`src/rtl/dpcp_pkg.sv`:
```
// ----------------------------------------------------------------------------
// dpcp_pkg
// Shared constants and types of the dual pattern common position unit.
// ----------------------------------------------------------------------------
package dpcp_pkg;

    localparam int MAX_PATTERN_DEF   = 8;
    localparam int POSITION_BITS_DEF = 16;

    localparam int BYTE_W    = 8;
    localparam int LEN_W     = 4;
    localparam int PAT_W     = 64;
    localparam int PAT_IDX_W = 3;
    localparam int POS_W     = 16;
    localparam int CFG_IDX_W = 2;

    typedef logic [BYTE_W-1:0] byte_t;
    typedef logic [LEN_W-1:0]  len_t;
    typedef logic [PAT_W-1:0]  pattern_t;

    typedef enum logic [CFG_IDX_W-1:0] {
        CFG_PATTERN_A     = 2'd0,
        CFG_PATTERN_A_LEN = 2'd1,
        CFG_PATTERN_B     = 2'd2,
        CFG_PATTERN_B_LEN = 2'd3
    } cfg_idx_t;

    // one window slot of both strings
    typedef struct packed {
        byte_t byte_a;
        logic  pres_a;
        byte_t byte_b;
        logic  pres_b;
    } win_t;

    // per-request step information handed to the control block
    typedef struct packed {
        logic accept;
        logic last;
        logic hit;
        len_t longer;
        logic empty;
    } step_t;

    typedef struct packed {
        logic slot_free;
        logic searching;
    } ctrl_status_t;

endpackage

```
`src/rtl/dpcp_ifs.sv`:
```
// ----------------------------------------------------------------------------
// dpcp channel interfaces
// Valid/ready channels for input requests and results.
// ----------------------------------------------------------------------------
interface dpcp_item_if;
    logic            valid;
    logic            ready;
    dpcp_pkg::byte_t byte_a;
    logic            has_a;
    dpcp_pkg::byte_t byte_b;
    logic            has_b;
    logic            last;

    modport source (output valid, output byte_a, output has_a, output byte_b,
                    output has_b, output last, input ready);
    modport sink   (input valid, input byte_a, input has_a, input byte_b,
                    input has_b, input last, output ready);
endinterface

interface dpcp_result_if;
    logic                          valid;
    logic                          ready;
    logic [dpcp_pkg::POS_W-1:0]    position;
    logic                          overflow;

    modport source (output valid, output position, output overflow, input ready);
    modport sink   (input valid, input position, input overflow, output ready);
endinterface

```
`src/rtl/dpcp_cell.sv`:
```
// ----------------------------------------------------------------------------
// dpcp_cell
// One window slot: holds a byte of each string, presence flags and the
// match history bits, and compares its slot against the pattern byte.
// ----------------------------------------------------------------------------
module dpcp_cell #(
    parameter int INDEX = 0
) (
    input  logic               clk,
    input  logic               rst_n,
    input  logic               advance,
    input  logic               clear,
    input  dpcp_pkg::win_t     win_in,
    input  logic               hit_a_in,
    input  logic               hit_b_in,
    input  dpcp_pkg::len_t     len_a,
    input  dpcp_pkg::len_t     len_b,
    input  dpcp_pkg::pattern_t pattern_a,
    input  dpcp_pkg::pattern_t pattern_b,
    output dpcp_pkg::win_t     win_q,
    output logic               hit_a_q,
    output logic               hit_b_q,
    output logic               ok_a,
    output logic               ok_b
);

    localparam dpcp_pkg::len_t K   = dpcp_pkg::len_t'(INDEX);
    localparam dpcp_pkg::len_t ONE = dpcp_pkg::len_t'(1);

    dpcp_pkg::win_t  win_reg, win_next;
    logic            hit_a_reg, hit_a_next;
    logic            hit_b_reg, hit_b_next;
    dpcp_pkg::len_t  sel_a, sel_b;
    dpcp_pkg::byte_t pat_byte_a, pat_byte_b;

    // slot k of the window lines up with pattern byte len-1-k
    assign sel_a      = len_a - K - ONE;
    assign sel_b      = len_b - K - ONE;
    assign pat_byte_a = pattern_a[{sel_a[dpcp_pkg::PAT_IDX_W-1:0], 3'b000} +: dpcp_pkg::BYTE_W];
    assign pat_byte_b = pattern_b[{sel_b[dpcp_pkg::PAT_IDX_W-1:0], 3'b000} +: dpcp_pkg::BYTE_W];

    // compare against the value the slot takes this cycle
    assign ok_a = (K >= len_a) || (win_in.pres_a && (win_in.byte_a == pat_byte_a));
    assign ok_b = (K >= len_b) || (win_in.pres_b && (win_in.byte_b == pat_byte_b));

    always_comb
    begin
        win_next   = win_reg;
        hit_a_next = hit_a_reg;
        hit_b_next = hit_b_reg;
        if (clear)
        begin
            win_next   = '0;
            hit_a_next = 1'b0;
            hit_b_next = 1'b0;
        end
        else if (advance)
        begin
            win_next   = win_in;
            hit_a_next = hit_a_in;
            hit_b_next = hit_b_in;
        end
    end

    always_ff @(posedge clk or negedge rst_n)
    begin
        if (!rst_n)
        begin
            win_reg   <= '0;
            hit_a_reg <= 1'b0;
            hit_b_reg <= 1'b0;
        end
        else
        begin
            win_reg   <= win_next;
            hit_a_reg <= hit_a_next;
            hit_b_reg <= hit_b_next;
        end
    end

    assign win_q   = win_reg;
    assign hit_a_q = hit_a_reg;
    assign hit_b_q = hit_b_reg;

endmodule

```
`src/rtl/dpcp_ctrl.sv`:
```
// ----------------------------------------------------------------------------
// dpcp_ctrl
// Position counter, first-hit capture, overflow flag and result register.
// ----------------------------------------------------------------------------
module dpcp_ctrl #(
    parameter int POSITION_BITS = dpcp_pkg::POSITION_BITS_DEF
) (
    input  logic                   clk,
    input  logic                   rst_n,
    input  dpcp_pkg::step_t        step,
    output dpcp_pkg::ctrl_status_t status,
    dpcp_result_if.source          result
);

    localparam int PW = dpcp_pkg::POS_W;
    localparam logic [POSITION_BITS-1:0] LIMIT = '1;

    logic [POSITION_BITS-1:0] count_reg, count_next;
    logic [POSITION_BITS-1:0] found_reg, found_next, found_step;
    logic                     ovf_reg, ovf_next, ovf_step;
    logic                     valid_reg, valid_next;
    logic [PW-1:0]            position_reg, position_next;
    logic                     overflow_reg, overflow_next;
    logic                     searching;

    assign searching = (count_reg != LIMIT);

    always_comb
    begin
        count_next    = count_reg;
        found_step    = found_reg;
        ovf_step      = ovf_reg;
        valid_next    = valid_reg;
        position_next = position_reg;
        overflow_next = overflow_reg;

        if (valid_reg && result.ready)
            valid_next = 1'b0;

        if (step.accept)
        begin
            if (searching)
            begin
                count_next = count_reg + POSITION_BITS'(1);
                // start of the match that completes on this request, 1-based
                if (step.hit && (found_reg == '0))
                    found_step = count_reg + POSITION_BITS'(2)
                               - POSITION_BITS'(step.longer);
            end
            else
            begin
                ovf_step = 1'b1;
            end
        end

        found_next = found_step;
        ovf_next   = ovf_step;

        if (step.accept && step.last)
        begin
            valid_next    = 1'b1;
            position_next = step.empty ? '0 : PW'(found_step);
            overflow_next = ovf_step;
            count_next    = '0;
            found_next    = '0;
            ovf_next      = 1'b0;
        end
    end

    always_ff @(posedge clk or negedge rst_n)
    begin
        if (!rst_n)
        begin
            count_reg <= '0;
            found_reg <= '0;
            ovf_reg   <= 1'b0;
            valid_reg <= 1'b0;
        end
        else
        begin
            count_reg <= count_next;
            found_reg <= found_next;
            ovf_reg   <= ovf_next;
            valid_reg <= valid_next;
        end
    end

    always_ff @(posedge clk)
    begin
        position_reg <= position_next;
        overflow_reg <= overflow_next;
    end

    assign result.valid    = valid_reg;
    assign result.position = position_reg;
    assign result.overflow = overflow_reg;

    assign status.slot_free = !valid_reg || result.ready;
    assign status.searching = searching;

endmodule

```
`src/rtl/dual_pattern_common_position_unit.sv`:
```
// ----------------------------------------------------------------------------
// dual_pattern_common_position_unit
// Finds the first position where pattern A starts in string A and pattern B
// starts in string B, with both strings streamed in side by side.
// ----------------------------------------------------------------------------
// Usage:
//   item channel: one request per cycle, while item.ready is high, carries a byte of each string with
//   presence flags; last marks the final request of a string pair.
//   result channel: one result per pair, the 1-based common start position
//   (0 when none or when either pattern is empty) and an overflow flag.
//   cfg port: cfg_we writes cfg_data into the register at cfg_index
//   (pattern_a, pattern_a_len, pattern_b, pattern_b_len); write only while idle.
// Throughput: one request per cycle while item.ready is high; the window is a row of
//   MAX_PATTERN cells that shift on each request taken while searching and compare in
//   parallel, so the compare and hit selection are combinational for every request.
// Latency: the result is valid the cycle after the last request is accepted.
// Stall: the result is held in an output register; item.ready drops only while
//   a result is waiting and result.ready is low.
// Reset: clears patterns, lengths, window, counters and the result valid.
// ----------------------------------------------------------------------------
module dual_pattern_common_position_unit #(
    parameter int MAX_PATTERN   = dpcp_pkg::MAX_PATTERN_DEF,
    parameter int POSITION_BITS = dpcp_pkg::POSITION_BITS_DEF
) (
    input  logic                  clk,
    input  logic                  rst_n,
    dpcp_item_if.sink             item,
    dpcp_result_if.source         result,
    input  logic                  cfg_we,
    input  dpcp_pkg::cfg_idx_t    cfg_index,
    input  dpcp_pkg::pattern_t    cfg_data
);

    localparam dpcp_pkg::len_t MAXLEN = dpcp_pkg::len_t'(MAX_PATTERN);

    dpcp_pkg::pattern_t     pattern_a_reg, pattern_a_next;
    dpcp_pkg::pattern_t     pattern_b_reg, pattern_b_next;
    dpcp_pkg::len_t         len_a_reg, len_a_next;
    dpcp_pkg::len_t         len_b_reg, len_b_next;

    dpcp_pkg::len_t         la, lb, diff, longer;
    dpcp_pkg::win_t         win_in [MAX_PATTERN];
    dpcp_pkg::win_t         win_q  [MAX_PATTERN];
    logic                   hit_a_in [MAX_PATTERN];
    logic                   hit_b_in [MAX_PATTERN];
    logic                   hit_a_q  [MAX_PATTERN];
    logic                   hit_b_q  [MAX_PATTERN];
    logic [MAX_PATTERN-1:0] ok_a, ok_b;
    logic                   ma, mb, hit, hit_other, accept, advance, clear;
    dpcp_pkg::step_t        step;
    dpcp_pkg::ctrl_status_t status;

    // configuration registers
    always_comb
    begin
        pattern_a_next = pattern_a_reg;
        pattern_b_next = pattern_b_reg;
        len_a_next     = len_a_reg;
        len_b_next     = len_b_reg;
        if (cfg_we)
        begin
            case (cfg_index)
                dpcp_pkg::CFG_PATTERN_A:     pattern_a_next = cfg_data;
                dpcp_pkg::CFG_PATTERN_A_LEN: len_a_next = cfg_data[dpcp_pkg::LEN_W-1:0];
                dpcp_pkg::CFG_PATTERN_B:     pattern_b_next = cfg_data;
                dpcp_pkg::CFG_PATTERN_B_LEN: len_b_next = cfg_data[dpcp_pkg::LEN_W-1:0];
                default: ;
            endcase
        end
    end

    always_ff @(posedge clk or negedge rst_n)
    begin
        if (!rst_n)
        begin
            pattern_a_reg <= '0;
            pattern_b_reg <= '0;
            len_a_reg     <= '0;
            len_b_reg     <= '0;
        end
        else
        begin
            pattern_a_reg <= pattern_a_next;
            pattern_b_reg <= pattern_b_next;
            len_a_reg     <= len_a_next;
            len_b_reg     <= len_b_next;
        end
    end

    assign la = (len_a_reg > MAXLEN) ? MAXLEN : len_a_reg;
    assign lb = (len_b_reg > MAXLEN) ? MAXLEN : len_b_reg;

    assign item.ready = status.slot_free;
    assign accept     = item.valid && item.ready;
    assign advance    = accept && status.searching;
    assign clear      = accept && item.last;

    // window chain
    genvar k;
    generate
        for (k = 0; k < MAX_PATTERN; k++)
        begin : g_cell
            if (k == 0)
            begin : g_head
                assign win_in[k]   = '{byte_a: item.byte_a, pres_a: item.has_a,
                                       byte_b: item.byte_b, pres_b: item.has_b};
                assign hit_a_in[k] = ma;
                assign hit_b_in[k] = mb;
            end
            else
            begin : g_body
                assign win_in[k]   = win_q[k-1];
                assign hit_a_in[k] = hit_a_q[k-1];
                assign hit_b_in[k] = hit_b_q[k-1];
            end

            dpcp_cell #(
                .INDEX (k)
            ) u_cell (
                .clk       (clk),
                .rst_n     (rst_n),
                .advance   (advance),
                .clear     (clear),
                .win_in    (win_in[k]),
                .hit_a_in  (hit_a_in[k]),
                .hit_b_in  (hit_b_in[k]),
                .len_a     (la),
                .len_b     (lb),
                .pattern_a (pattern_a_reg),
                .pattern_b (pattern_b_reg),
                .win_q     (win_q[k]),
                .hit_a_q   (hit_a_q[k]),
                .hit_b_q   (hit_b_q[k]),
                .ok_a      (ok_a[k]),
                .ok_b      (ok_b[k])
            );
        end
    endgenerate

    // a pattern ends at the newest byte when every slot it covers agrees
    assign ma = (la != '0) && (&ok_a);
    assign mb = (lb != '0) && (&ok_b);

    // the longer pattern completes last; look back at the shorter one's history
    assign diff   = (la >= lb) ? (la - lb) : (lb - la);
    assign longer = (la >= lb) ? la : lb;

    always_comb
    begin
        hit_other = 1'b0;
        for (int i = 0; i < MAX_PATTERN; i++)
        begin
            if (diff == dpcp_pkg::len_t'(i))
                hit_other = (la >= lb) ? hit_b_in[i] : hit_a_in[i];
        end
    end

    assign hit = (la >= lb) ? ((lb != '0) && ma && hit_other)
                            : ((la != '0) && mb && hit_other);

    assign step.accept = accept;
    assign step.last   = item.last;
    assign step.hit    = hit;
    assign step.longer = longer;
    assign step.empty  = (la == '0) || (lb == '0);

    dpcp_ctrl #(
        .POSITION_BITS (POSITION_BITS)
    ) u_ctrl (
        .clk    (clk),
        .rst_n  (rst_n),
        .step   (step),
        .status (status),
        .result (result)
    );

endmodule

```
`src/flat_wrapper.sv`:
```
// flat-port wrapper written by rule: the top's interface ports become plain ports
module dual_pattern_common_position_unit_flat 
#(
    parameter int MAX_PATTERN   = dpcp_pkg::MAX_PATTERN_DEF,
    parameter int POSITION_BITS = dpcp_pkg::POSITION_BITS_DEF
)
  (clk, rst_n, cfg_we, cfg_index, cfg_data, item_valid, item_byte_a, item_has_a, item_byte_b, item_has_b, item_last, item_ready, result_valid, result_position, result_overflow, result_ready);
  dpcp_item_if item_i ();
  dpcp_result_if result_i ();
  input  logic clk;
  input  logic rst_n;
  input  logic cfg_we;
  input  dpcp_pkg::cfg_idx_t cfg_index;
  input  dpcp_pkg::pattern_t cfg_data;
  input wire logic [$bits(item_i.valid)-1:0] item_valid;
  input wire logic [$bits(item_i.byte_a)-1:0] item_byte_a;
  input wire logic [$bits(item_i.has_a)-1:0] item_has_a;
  input wire logic [$bits(item_i.byte_b)-1:0] item_byte_b;
  input wire logic [$bits(item_i.has_b)-1:0] item_has_b;
  input wire logic [$bits(item_i.last)-1:0] item_last;
  output wire logic [$bits(item_i.ready)-1:0] item_ready;
  output wire logic [$bits(result_i.valid)-1:0] result_valid;
  output wire logic [$bits(result_i.position)-1:0] result_position;
  output wire logic [$bits(result_i.overflow)-1:0] result_overflow;
  input wire logic [$bits(result_i.ready)-1:0] result_ready;
  assign item_i.valid = item_valid;
  assign item_i.byte_a = item_byte_a;
  assign item_i.has_a = item_has_a;
  assign item_i.byte_b = item_byte_b;
  assign item_i.has_b = item_has_b;
  assign item_i.last = item_last;
  assign item_ready = item_i.ready;
  assign result_valid = result_i.valid;
  assign result_position = result_i.position;
  assign result_overflow = result_i.overflow;
  assign result_i.ready = result_ready;
  dual_pattern_common_position_unit #(.MAX_PATTERN(MAX_PATTERN), .POSITION_BITS(POSITION_BITS)) u_core (.clk(clk), .rst_n(rst_n), .item(item_i), .result(result_i), .cfg_we(cfg_we), .cfg_index(cfg_index), .cfg_data(cfg_data));
endmodule
```
`config.mk`:
```
export PLATFORM = sky130hd
export DESIGN_NAME = dual_pattern_common_position_unit_flat
export DESIGN_NICKNAME = d
export VERILOG_FILES = /design/src/rtl/dpcp_pkg.sv /design/src/rtl/dpcp_ifs.sv /design/src/rtl/dpcp_cell.sv /design/src/rtl/dpcp_ctrl.sv /design/src/rtl/dual_pattern_common_position_unit.sv /design/src/flat_wrapper.sv
export SDC_FILE = /design/constraint.sdc
export NUM_CORES = 1
export LEC_CHECK = 0
export ABC_CLOCK_PERIOD_IN_PS = 8400
export BUFFER_PORTS_ARGS = -buffer_cell sky130_fd_sc_hd__buf_2
export CAP_MARGIN = 20
export CORE_ASPECT_RATIO = 0.8
export CORE_UTILIZATION = 40
export DETAILED_ROUTE_END_ITERATION = 7
export PLACE_DENSITY_LB_ADDON = 0.2
export SLEW_MARGIN = 15
export SYNTH_ARGS = -nofsm -noshare
export SYNTH_HDL_FRONTEND = slang
export SYNTH_SLANG_ARGS = --single-unit
```
`constraint.sdc`:
```
create_clock -name clk -period 8.4 [get_ports clk]
set_input_delay 1.26 -clock clk [delete_from_list [all_inputs] [get_ports clk]]
set_output_delay 1.26 -clock clk [all_outputs]
set_load 0.02 [all_outputs]
```
==> results.cfg, run 1 <==
[critical_path]
critical_path_class = reg -> reg
start_kind = flip-flop
cp_max_fo = 26
path_buf_inv = 5
worstPathRequired_ns = 8.87
cp_common_cell = ha_1
end_kind = flip-flop
timing.rr.start = u_core.len_b_reg[3]$_DFFE_PN0P_
crit_family = compound AO/OA/AOI/OAI gates
cp-startpoint = u_core.len_b_reg[3]$_DFFE_PN0P_
cpPeakStageDelay_ns = 0.81
worst_path_max_delay_cell = a21oi_2
arrival_ns = 7.14

[timing]
slew_headroom = 0.257
final.min_clock_period_ns = 6.66
setup-violations-final = 0
worst_slew_pin_slew_ns = 1.11
fin_hold_ws_ns = 0.509
fin_worst_skew_ns = 0.0219
hold_viol = 0
fin_crit_sh = 0.793
rsz0062_at_grt = no
finalWorstSetupSlack_ns = 1.74
drv_slew = 0
finalSetupTns_ns = 0
max_freq_mhz = 150

[finish]
drive_gt1_frac = 0.204
fin_area_mm2 = 0.0258
final_cell_count_no_fill = 3061
area_delta_synth_final_pct = 9.80
final_nets = 2405
final_core_util = 0.444
largest_reg_flops = 126
antenna_cells = 0

[detailed_routing]
drc_errors = 0
vias_per_cell = 6.43
ant_nets = 0
first_pass_iters = 5
top_layer = met4
drt_iter0_markers = 2341
wl_met2_um = 34700
vias = 19700
routedLengthMet1_um = 40500
wl_per_cell_um = 27.6
wl_met3_um = 7120
routed_wirelength_um = 84400

[placed_design]
place_area_mm2 = 0.0245
gp_congestion = 0.956
dp_slack_ns = 1.79
placed_cells = 2994
portBuffers = 108
dp_hpwl_um = 62700

[synth]
synth_cells = 2276
syn_area_mm2 = 0.0235
syn_nets = 2416
ys_ff_latch = 327
yosysWarnings = 0
synthFlopType = dfrtp_1
async_flop_share = 0.948
ys_seq_area_frac = 0.351
synth-edff-count = 17
syn_avg_cell_area_um2 = 10.3
ys_types = 90

[floorplan]
initial_core_util = 0.405
fp.dieW_um = 273
rows = 79
dieArea_mm2 = 0.0598
io_pins = 109
die_h_um = 219
core_mm2 = 0.0581

[clocking]
clockBufferDepth = 3
clock_sinks = 327
cts_buffers = 37
cts_hold_buf = 0
cts_tree = built
post_cts_buffers = 0
cts_max_level = 2
clk_pin_slew_ns = 0.06
cts-resized-gates = 0
worstSkewPairLatency_ns = 0.58
clk_root_buffer_cell = clkbuf_16

[power]
leakage_nw = 11.1
powerDensity_mw_per_mm2 = 276
vdd_drop_max_mv = 0.192
p_total_mw = 7.13

[global_route]
grt_pass1_vias = 18600
grt_pass1_wl_um = 126000
grt_max_degree = 146
antenna_found_initial = 1
overflow = 0
grt_usage = 0.281

[flow_run]
cap_violations = 0

[worst_hold_path]
worstHoldPathType = reg -> reg
worstHoldStart = u_core.u_ctrl.found_reg[11]$_DFF_PN0_

[status]
status = finished clean
[area by class of cell]
type / count / area [µm²]
multi-input cells: 1678 / 14200
fillers: 5530 / 32300
flip-flops and latches: 327 / 8280
clock buffers: 47 / 1020
repair buffers: 147 / 860
inverters: 74 / 280
clock inverters: 19 / 248
well taps: 769 / 962
[placed cells by master, fill, tap and decap left out, types with 48 or more instances in the layout]
master   count
inv_1       68
dfrtp_1    306
mux2i_1    181
a21oi_1     74
ha_1        48
xor2_1      78
o21ai_0     53
a22o_1     149
nor2_1      83
mux4_2      60
mux2_2     148
nand2_1    113
buf_2      107
xnor2_1    103
[power breakdown]
| part | switching (mW) | total [mW] | internal [mW] | leakage (nW) |
|---|---|---|---|---|
| Clock | 0.725 | 1.70 | 0.974 | 0.625 |
| Combinational | 1.90 | 3.27 | 1.37 | 6.31 |
| Sequential | 0.425 | 2.16 | 1.73 | 4.18 |
| Total | 3.05 | 7.13 | 4.07 | 11.1 |
[layer usage]
metal,global-route usage,up-vias
met2,0.394,945
met1,0.438,9973
li1,-,8634
met5,0,-
met3,0.0491,119
met4,0.0728,0
[cell families (layout without fill, tap and decap cells)]
logic type	after synthesis	in the layout	synth area share
compound gates	581	581	0.190
flops	327	327	0.351
xor+xnor	182	182	0.0678
fa+ha+maj	50	50	0.0272
simple gates	472	472	0.107
mux	393	393	0.208
buf+inv	271	287	0.0482
[cell usage after synthesis, drive strengths merged, types with 31 or more instances]
library cell  instances  share of area
o21ai                53          0.011
nor2                 85          0.014
ha                   48          0.026
inv                  71          0.011
xnor2               104          0.039
mux2i               183          0.078
nor2b                35         0.0093
mux2                149          0.071
nor3                 41         0.0087
o22ai                34         0.0090
dfrtp               310           0.33
buf                  69          0.016
o31ai                31          0.010
a21oi                75          0.016
a22o                149          0.055
nand2               113          0.018
clkbuf              128          0.020
mux4                 61          0.059
xor2                 78          0.029
[worst paths after layout]
check / to / slack, ns / depth (start not counted)
hold / removal: u_core.u_ctrl.found_reg[11]$_DFF_PN0_ / 0.51 / 2
setup / recovery: u_core.u_ctrl.found_reg[13]$_DFF_PN0_ / 1.74 / 25
hold reg to reg: u_core.u_ctrl.found_reg[11]$_DFF_PN0_ / 0.51 / 2
min in group asynchronous: u_core.g_cell[4].u_cell.win_q[12]$_DFFE_PN0P_ / 0.73 / 1
setup reg to reg: u_core.u_ctrl.found_reg[13]$_DFF_PN0_ / 1.74 / 25
max in group asynchronous: u_core.len_a_reg[0]$_DFFE_PN0P_ / 6.17 / 2
[worst register-to-register path, delay by kind of cell (launching register included)]
family	cells	cell delay (ns)
XOR/XNOR	1	0.18
flip-flops	1	0.58
AND/OR/NAND/NOR	3	0.71
AO/OA/AOI/OAI	11	3.06
buffers and inverters	5	0.89
adder cells (fa/ha/maj)	5	1.15
No activity file was read; power rests on OpenSTA's default activity.
==> inputs of run 2 (changes only) <==
Settings changed: ABC_CLOCK_PERIOD_IN_PS 8400 to 6970.
Clock period 8.4 ns to 6.97 ns, I/O delays scaled along.
==> results.cfg, run 2 (same netlist as run 1, synthesis figures left out) <==
[status]
status = finished clean

[critical_path]
worstPathRequired_ns = 7.33
timing.rr.start = u_core.len_a_reg[1]$_DFFE_PN0P_
critical_path_class = reg -> reg
crit_family = simple AND/OR/NAND/NOR gates
crit_chain = nor2b_1 > buf_4 > inv_1 > ha_1 > inv_1 > a2111oi_0 > nor4_1 > xnor2_1 > nand4b_1 > nor4_1 > o21ai_0 > nor4_1 > buf_4 > a32oi_2 > buf_4 > o41ai_1
start_kind = flip-flop
arrival_ns = 6.46
end_kind = flip-flop
cp-startpoint = u_core.len_a_reg[1]$_DFFE_PN0P_
path_buf_inv = 5
worst_path_max_delay_cell = ha_1
cpPeakStageDelay_ns = 0.74
cp_max_fo = 32

[worst_hold_path]
worstHoldPathType = in -> async

[global_route]
grt_max_degree = 146
gr-usage-met2 = 0.404
overflow = 0
met1_usage = 0.442
grt_pass1_wl_um = 127000
grt_usage = 0.286
grt-busiest-layer = met1
grt_pass1_vias = 18900
grtUsageMet3 = 0.0461
antenna_found_initial = 0

[floorplan]
io_pins = 109
initial_core_util = 0.405
core_mm2 = 0.0581
die_h_um = 219
dieArea_mm2 = 0.0598
rows = 79
fp.dieW_um = 273

[placed_design]
portBuffers = 108
dp_slack_ns = 1.07
dp_hpwl_um = 63300
gp_congestion = 0.971
placed_cells = 2996

[timing]
setup-violations-final = 0
finalSetupTns_ns = 0
final.min_clock_period_ns = 6.10
worst_slew_pin_slew_ns = 1.12
fin_worst_skew_ns = 0.0213
hold_viol = 0
slew_headroom = 0.248
fin_crit_sh = 0.875
rsz0062_at_grt = no
max_freq_mhz = 164
finalWorstSetupSlack_ns = 0.872
drv_slew = 0

[finish]
layout_common_cells = 306 x dfrtp_1, 181 x mux2i_1, 149 x a22o_1
fill_cells = 5517
largest_reg_flops = 126
mostFrequentLayoutCell = dfrtp_1
final_nets = 2408
area_delta_synth_final_pct = 9.73
final_core_util = 0.444
antenna_cells = 0
final_cell_count_no_fill = 3064
drive_gt1_frac = 0.203

[clocking]
clock_sinks = 327
clk_pin_slew_ns = 0.06
cts_tree = built
cts_buffers = 38
clk_root_buffer_cell = clkbuf_16
clockBufferDepth = 3
cts_max_level = 2
post_cts_buffers = 0
cts-resized-gates = 0
worstSkewPairLatency_ns = 0.58
cts_hold_buf = 0

[power]
leakage_nw = 11.1
vdd_drop_max_mv = 0.245
powerDensity_mw_per_mm2 = 331

[detailed_routing]
first_pass_iters = 6
wl_per_cell_um = 28.0
vias_per_cell = 6.47
drt_iter0_markers = 2227
routed_wirelength_um = 85700
vias = 19800
ant_nets = 0
drc_errors = 0

[flow_run]
cap_violations = 0
[run 2: layout make-up]
cell class / instances / area, µm² / share of cell area
clock buffers: 51 / 1070 / 0.0415
inverters: 74 / 280 / 0.0109
flip-flops and latches: 327 / 8280 / 0.321
multi-input cells: 1678 / 14200 / 0.550
repair buffers: 149 / 883 / 0.0342
well taps: 769 / 962 / 0.0373
clock inverters: 16 / 155 / 0.00601
[run 2: per-stage QoR]
step	total power, mW	cell area [µm²]	hold slack, ns
floorplan	5.22	23500	0.471
global placement	6.41	24600	0.492
detailed placement	6.44	24600	0.494
CTS	8.48	25800	0.488
global route	8.93	25800	0.517
finish	8.54	25800	0.473
[run 2: power by group]
part           switching (mW)  internal (mW)  leakage (nW)  total (mW)
logic                    2.27           1.66          6.33        3.93
registers               0.516           2.09          4.18        2.60
clock network           0.849           1.16         0.592        2.01
total                    3.64           4.90          11.1        8.54
[run 2: path summary, 6_finish.rpt]
kind	to	slack [ns]	depth (start not counted)
min in group clk	u_core.g_cell[6].u_cell.hit_a_q$_DFFE_PN0P_	0.51	1
hold reg to reg	u_core.g_cell[6].u_cell.hit_a_q$_DFFE_PN0P_	0.51	1
max in group asynchronous	u_core.g_cell[0].u_cell.win_q[4]$_DFFE_PN0P_	5.16	3
hold / removal	u_core.g_cell[0].u_cell.win_q[12]$_DFFE_PN0P_	0.47	1
setup reg to reg	u_core.u_ctrl.result.position[12]$_SDFFCE_PP0P_	0.87	16
setup / recovery	u_core.u_ctrl.result.position[12]$_SDFFCE_PP0P_	0.87	16
[run 2: metal layers]
| metal | share of wire | vias to the layer above |
|---|---|---|
| met2 | 0.41 | 1007 |
| met5 | 0 | - |
| met4 | 0.029 | 0 |
| li1 | - | 8620 |
| met1 | 0.48 | 10100 |
| met3 | 0.083 | 140 |
